File: src/hdl/sact_pkg.sv
// Shared types and constants of the set-associative cache tag controller.
// No dependencies.
package sact_pkg;

    // Replacement policy codes
    localparam logic [1:0] POL_LRU  = 2'd0;
    localparam logic [1:0] POL_FIFO = 2'd1;

    // Register indexes of the configuration port
    localparam logic [1:0] REG_WAYS  = 2'd0;
    localparam logic [1:0] REG_WT    = 2'd1;
    localparam logic [1:0] REG_WA    = 2'd2;
    localparam logic [1:0] REG_POL   = 2'd3;

    typedef struct packed {
        logic [31:0] address;
        logic [6:0]  size_bytes;
        logic        is_read;
    } req_t;

    typedef struct packed {
        logic        hit;
        logic        crosses_block;
        logic        lower_access;
        logic        fill;
        logic        writeback;
        logic [31:0] writeback_address;
    } rsp_t;

    typedef struct packed {
        logic [3:0] ways_in_use;
        logic       write_through_mode;
        logic       write_allocate_mode;
        logic [1:0] replace_policy;
    } cfg_t;

endpackage

File: src/hdl/sact_upd.sv
// Tag compare, policy and replacement logic for one set row.
// Depends on sact_pkg.
module sact_upd #(
    parameter int INDEX_BITS  = 6,
    parameter int OFFSET_BITS = 6,
    parameter int MAX_WAYS    = 8,
    parameter int TAG_W       = 20,
    parameter int RK_W        = 3,
    parameter int CN_W        = 4,
    parameter int SI_W        = 6
) (
    input  sact_pkg::req_t                       req,
    input  sact_pkg::cfg_t                       cfg,
    input  logic [SI_W-1:0]                      set_idx,
    input  logic [MAX_WAYS-1:0][TAG_W-1:0]       tag_in,
    input  logic [MAX_WAYS-1:0][RK_W-1:0]        rank_in,
    input  logic [MAX_WAYS-1:0]                  valid_in,
    input  logic [MAX_WAYS-1:0]                  dirty_in,
    input  logic [CN_W-1:0]                      cnt_in,
    output logic [MAX_WAYS-1:0][TAG_W-1:0]       tag_out,
    output logic [MAX_WAYS-1:0][RK_W-1:0]        rank_out,
    output logic [MAX_WAYS-1:0]                  valid_out,
    output logic [MAX_WAYS-1:0]                  dirty_out,
    output logic [CN_W-1:0]                      cnt_out,
    output logic                                 row_we,
    output sact_pkg::rsp_t                       rsp
);
    import sact_pkg::*;

    localparam int WAY_W = (MAX_WAYS > 1) ? $clog2(MAX_WAYS) : 1;

    logic [TAG_W-1:0]       tag;
    logic [OFFSET_BITS-1:0] offset;
    logic                   crosses;
    logic [4:0]             ways_eff;
    logic                   found;
    logic [WAY_W-1:0]       hway;
    logic [WAY_W-1:0]       free_way;
    logic [WAY_W-1:0]       old_way;
    logic [WAY_W-1:0]       mk_way;
    logic                   do_mk;
    logic [RK_W-1:0]        r;
    logic [4:0]             top;

    assign tag     = req.address[31 -: TAG_W];
    assign offset  = req.address[OFFSET_BITS-1:0];
    assign crosses = (32'(offset) + 32'(req.size_bytes)) > (32'd1 << OFFSET_BITS);

    // Clamp the associativity to 1..MAX_WAYS
    always_comb
    begin
        if (cfg.ways_in_use == 4'd0)
            ways_eff = 5'd1;
        else if (5'(cfg.ways_in_use) > 5'(MAX_WAYS))
            ways_eff = 5'(MAX_WAYS);
        else
            ways_eff = 5'(cfg.ways_in_use);
    end

    // Search ways: lowest index wins
    always_comb
    begin
        found    = 1'b0;
        hway     = '0;
        free_way = '0;
        old_way  = '0;
        for (int w = MAX_WAYS - 1; w >= 0; w--)
        begin
            if (valid_in[w] && tag_in[w] == tag)
            begin
                found = 1'b1;
                hway  = WAY_W'(w);
            end
            if (!valid_in[w])
                free_way = WAY_W'(w);
            if (valid_in[w] && rank_in[w] == '0)
                old_way = WAY_W'(w);
        end
    end

    // Decide result and new row contents
    always_comb
    begin
        tag_out   = tag_in;
        rank_out  = rank_in;
        valid_out = valid_in;
        dirty_out = dirty_in;
        cnt_out   = cnt_in;
        row_we    = 1'b0;
        rsp       = '0;
        do_mk     = 1'b0;
        mk_way    = hway;
        if (crosses)
        begin
            rsp.crosses_block = 1'b1;
        end
        else if (found)
        begin
            rsp.hit = 1'b1;
            row_we  = 1'b1;
            if (!req.is_read)
            begin
                if (cfg.write_through_mode)
                    rsp.lower_access = 1'b1;
                else
                    dirty_out[hway] = 1'b1;
            end
            do_mk = (cfg.replace_policy == POL_LRU);
        end
        else
        begin
            rsp.lower_access = 1'b1;
            if (req.is_read || cfg.write_allocate_mode)
            begin
                rsp.fill = 1'b1;
                row_we   = 1'b1;
                if (5'(cnt_in) < ways_eff)
                begin
                    // Fill the first free way
                    valid_out[free_way] = 1'b1;
                    dirty_out[free_way] = 1'b0;
                    tag_out[free_way]   = tag;
                    rank_out[free_way]  = RK_W'(cnt_in);
                    cnt_out             = CN_W'(5'(cnt_in) + 5'd1);
                end
                else
                begin
                    // Evict the oldest way
                    if (valid_in[old_way] && dirty_in[old_way] && !cfg.write_through_mode)
                    begin
                        rsp.writeback         = 1'b1;
                        rsp.writeback_address =
                            (32'(tag_in[old_way]) << (INDEX_BITS + OFFSET_BITS))
                            | (32'(set_idx) << OFFSET_BITS);
                    end
                    tag_out[old_way]   = tag;
                    dirty_out[old_way] = 1'b0;
                    valid_out[old_way] = 1'b1;
                    mk_way             = old_way;
                    do_mk = (cfg.replace_policy == POL_LRU) || (cfg.replace_policy == POL_FIFO);
                end
            end
        end

        // Move the chosen way to the newest rank
        r   = rank_in[mk_way];
        top = '0;
        if (do_mk)
        begin
            for (int w = 0; w < MAX_WAYS; w++)
            begin
                if (valid_out[w])
                begin
                    if (rank_in[w] > r)
                        rank_out[w] = rank_in[w] - RK_W'(1);
                    top = top + 5'd1;
                end
            end
            rank_out[mk_way] = RK_W'(top - 5'd1);
        end
    end

endmodule

File: config.mk
export PLATFORM = sky130hd
export DESIGN_NAME = sact_upd
export DESIGN_NICKNAME = d
export VERILOG_FILES = /design/src/hdl/sact_pkg.sv /design/src/hdl/sact_upd.sv
export SDC_FILE = /design/constraint.sdc
export NUM_CORES = 1
export LEC_CHECK = 0
export BUFFER_PORTS_ARGS = -buffer_cell sky130_fd_sc_hd__buf_2
export CAP_MARGIN = 10
export CORE_AREA = 2 2 194 196
export DETAILED_ROUTE_END_ITERATION = 10
export DIE_AREA = 0 0 196 198
export PLACE_DENSITY = 0.54
export SLEW_MARGIN = 20
export SYNTH_ARGS = -nofsm -noshare
export SYNTH_HDL_FRONTEND = slang
export SYNTH_SLANG_ARGS = --single-unit
File: constraint.sdc
create_clock -name vclk -period 8.26
set_input_delay 1.239 -clock vclk [all_inputs]
set_output_delay 1.239 -clock vclk [all_outputs]
set_load 0.02 [all_outputs]
[Word level (Yosys, flattened, before mapping)]
Index checks and enable logic that the tools add are counted.
W data, S select, Z words.
Storage, ports and cells
  input bits: 258
  output and inout port bits: 242
  register bits after elaboration: 0
Cells by class
  reduce and logical (&&, ||, !) cells: 35
  equality and inequality tests: 9
  $add $sub $neg: 18
  magnitude comparators: 19
  bitwise gates (word level): 8
  multiplexer cells: 145
Operator list (number)
  $mux W160: 4
  $bwmux W160: 2
  $mux W3: 70
  $eq A20 B20 Y1: 8
  $demux W20 S3: 2
  $mux W24: 5
  $mux W8: 10
  $mux W34: 2
  $mux W33: 2
  $bmux W20 S3: 1
  $mux W20: 3
  $bwmux W24: 2
  $mux W35: 1
  $or A32 B12 Y32: 1
  $mux W1: 27
  $sub A3 B1 Y3 const B: 9
  $gt A3 B3 Y1: 8
  $logic_not A3 Y1: 8
  $or A8 B8 Y8: 3
  $logic_and A1 B1 Y1: 22
  $add A3 B1 Y3 const B: 7
  $mux W4: 5
  $demux W3 S3: 2
  $and A8 B8 Y8: 2
  17 further kinds: 28

[Longest topological paths before layout]
  word-level depth: 45
  depth in mapped cells: 34
  depth with buffers taken out: 33

[Worst setup path before layout]
OpenSTA, ideal clock, no wires.
  kind: input to output
  from: input req[1] (netlist name)
  to: output rank_out[23] (netlist name)
  required time: 7.021 ns
  slack: -0.810 ns
  cell stages on the path: 30
  arrival: 7.831 ns
  cells stage by stage: ha_1 -> inv_1 -> fa_1 -> nand2b_1 -> a21oi_1 -> xor2_1 -> o41ai_2 -> a211oi_1 -> o41ai_1 -> inv_1 -> and3_1 -> a21oi_1 -> ha_1 -> xnor3_1 -> nand2_1 -> o311ai_0 -> o21a_1 -> ha_1 -> nand2_1 -> a32oi_1 -> xor2_1 -> nor2_1 -> a31oi_1 -> ha_1 -> a21oi_1 -> ha_1 -> xor2_1 -> xnor3_2 -> a41oi_1 -> a21boi_1
RTL lines
  start, declared: RTL line sact_upd.sv:12  | input sact_pkg::req_t req,
  end, declared: RTL line sact_upd.sv:21  | output logic [MAX_WAYS-1:0][RK_W-1:0] rank_out,

==> key figures <==
Timing
  • PnR worst setup slack: -0.2188 ns
  • Final hold slack: 2.796 ns
  • Max Fclk: 0.1179 GHz
  • Final Max Tran Viols: 0
  • Worst slew pin tran: 1.163 ns
  • Slew headroom: 22.26%
  • Crit share post-route: 102.6%
  • Hold Vio Cnt, Final: 0
  • Post-Route Setup TNS: -1.052 ns
  • RSZ-0062 raised after global routing: true
  • Final setup violation count: 8
  • Fin crit period: 8.479 ns

Global route
  • Largest net degree at the start of global routing: 44
  • Vias in the first global route: 12640
  • First-pass GRT wire length: 85.74 mm
  • Overall routing resource usage: 29.68%
  • Grt total ovfl: 0
  • Initial antenna violation count: 15

Final layout
  • Fin area: 0.01419 sq mm
  • Clkbuf count: 0
  • Commonest cells after routing, fill and taps aside: 470 x buf_2, 210 x buf_4, 167 x mux2_2
  • Final core occ: 38.41%
  • Number of sequential cells: 0
  • Commonest non-fill, non-tap cell in the layout: buf_2
  • Reg area: 0 sq um
  • Layout cells sized above 1: 48.87%
  • Layout Nets: 2221
  • Area Growth Syn to Fin: 47.48%
  • Fill cells: 3969

Logic synthesis
  • Syn_area_per_cell: 7.324 sq um
  • Area leader, netlist: mux2_2
  • Post-synth top area share: 19.54%
  • Post-synthesis cell type count: 81
  • Syn. warnings: 0
  • Mapped Area: 0.009624 sq mm
  • Area contributors post-synth: mux2_2 20%, xnor2_1 13%, ha_1 7.4%
  • Register area share after synthesis: 0%
  • Post-Syn Instances: 1314

Run status
  • Status: complete, but fails checks
  • Failing checks: setup timing

Routing
  • 1st-pass router iterations: 6
  • Via/cell ratio: 5.594
  • Wire length per cell: 25.52 um
  • DRC: 0
  • Final ANT Viol Nets: 0
  • Total wire length: 60.86 mm
  • Vias: 13340
  • Iteration-0 DRC count of the detailed router: 1266

Worst hold path
  • Hold Crit Class: primary input to primary output

Floorplan
  • Die W: 196 um
  • Die Ht: 198 um
  • Core area: 0.03696 sq mm
  • # IOs: 500
  • Site Rows: 71
  • Die ar.: 0.03881 sq mm
  • Initial Utilization: 26.04%

Critical path
  • Critical Path AT: 7.24 ns
  • CP top delay family: compound AO/OA/AOI/OAI gates
  • Critical path class: primary input to primary output
  • Worst Path Max Fanout: 7
  • CP Launch Type: primary input
  • Slowest cell on the critical path: fa_2
  • Worst path required time: 7.02 ns
  • Bufs and invs on worst path: 12
  • CP max stage delay: 0.51 ns
  • CP Capture Type: primary output
  • Worst path most repeated cell: buf_4

Clocking
  • Hold_buf cts: 0

Placement
  • IO Port Bufs: 488
  • Gp weighted congestion: 0.9721
  • Placed standard-cell area: 0.01387 sq mm
  • DP HPWL: 51.23 mm

Run
  • Max cap viols: 0
final cells by class:
class                           instances  area [sq um]  area share, %
Antenna cell                            8         20.02         0.1410
Inverter                               47         188.9          1.331
Multi-Input combinational cell       1161          9259          65.23
Tap cell                              474         593.1          4.178
Timing Repair Buffer                  695          4133          29.12
per-layer routing:
layer / vias to the layer above / wire length, um / track usage (%)
met5: - / 84 / 0
met4: 12 / 1655 / 6.089
met3: 105 / 5417 / 4.173
met2: 778 / 27110 / 48.98
met1: 6408 / 26600 / 41.04
li1: 6038 / - / -
tightest hold or removal path, cell delays in order:
cell and delay (ns):
buf_2 0.07, and2_1 0.10, buf_2 0.15
timing repair:
item                                    in CTS  in global routing
pin swaps                                    4                 14
hold endpoints to repair                     0                  0
cloned                                       0                  0
resized for setup                           16                 37
buffers inserted                            11                  1
endpoints found under the setup margin      15                 16
through the flow:
stage	instances	setup slack (ns)
floorplan	1319	0.02682
global placement	2365	-0.3306
detailed placement	2365	-0.4204
CTS	2376	-0.2582
global route	2383	-0.5223
finish	2385	-0.2188
final timing paths:
kind	slack, ns	cells past startpoint	startpoint	end
max	-0.22	34	req[1]	rank_out[20]
min	2.80	3	set_idx[5]	rsp[11]
cell families after synthesis:
kind of cell / share of synthesized area, %
buffers and inverters: 7.059
other: 0.03896
xor gates and xnor gates: 17.65
AOI/OAI and AO/OA: 18.29
muxes: 25.62
adders and majority gates: 7.722
and+or+nand+nor: 23.61
Yosys cell counts, drive strengths merged, types with 4 or more instances:
library cell / n
nand2b: 8
nand3: 28
nand4: 61
o21bai: 5
a21o: 13
mux2: 168
nor2: 54
ha: 57
nor4: 22
mux2i: 57
xnor3: 5
a211oi: 7
inv: 47
and3b: 4
a31oi: 12
o22ai: 9
nor4b: 10
nor3: 16
xor2: 41
or2: 10
a32oi: 44
o211ai: 6
nand2: 150
xnor2: 140
clkbuf: 52
nand3b: 6
nor3b: 5
a22o: 8
and2: 17
or3: 5
and3: 28
a22oi: 9
a21oi: 53
a311oi: 6
o21ai: 26
o31ai: 5
nor2b: 8
or4: 5
buf: 59
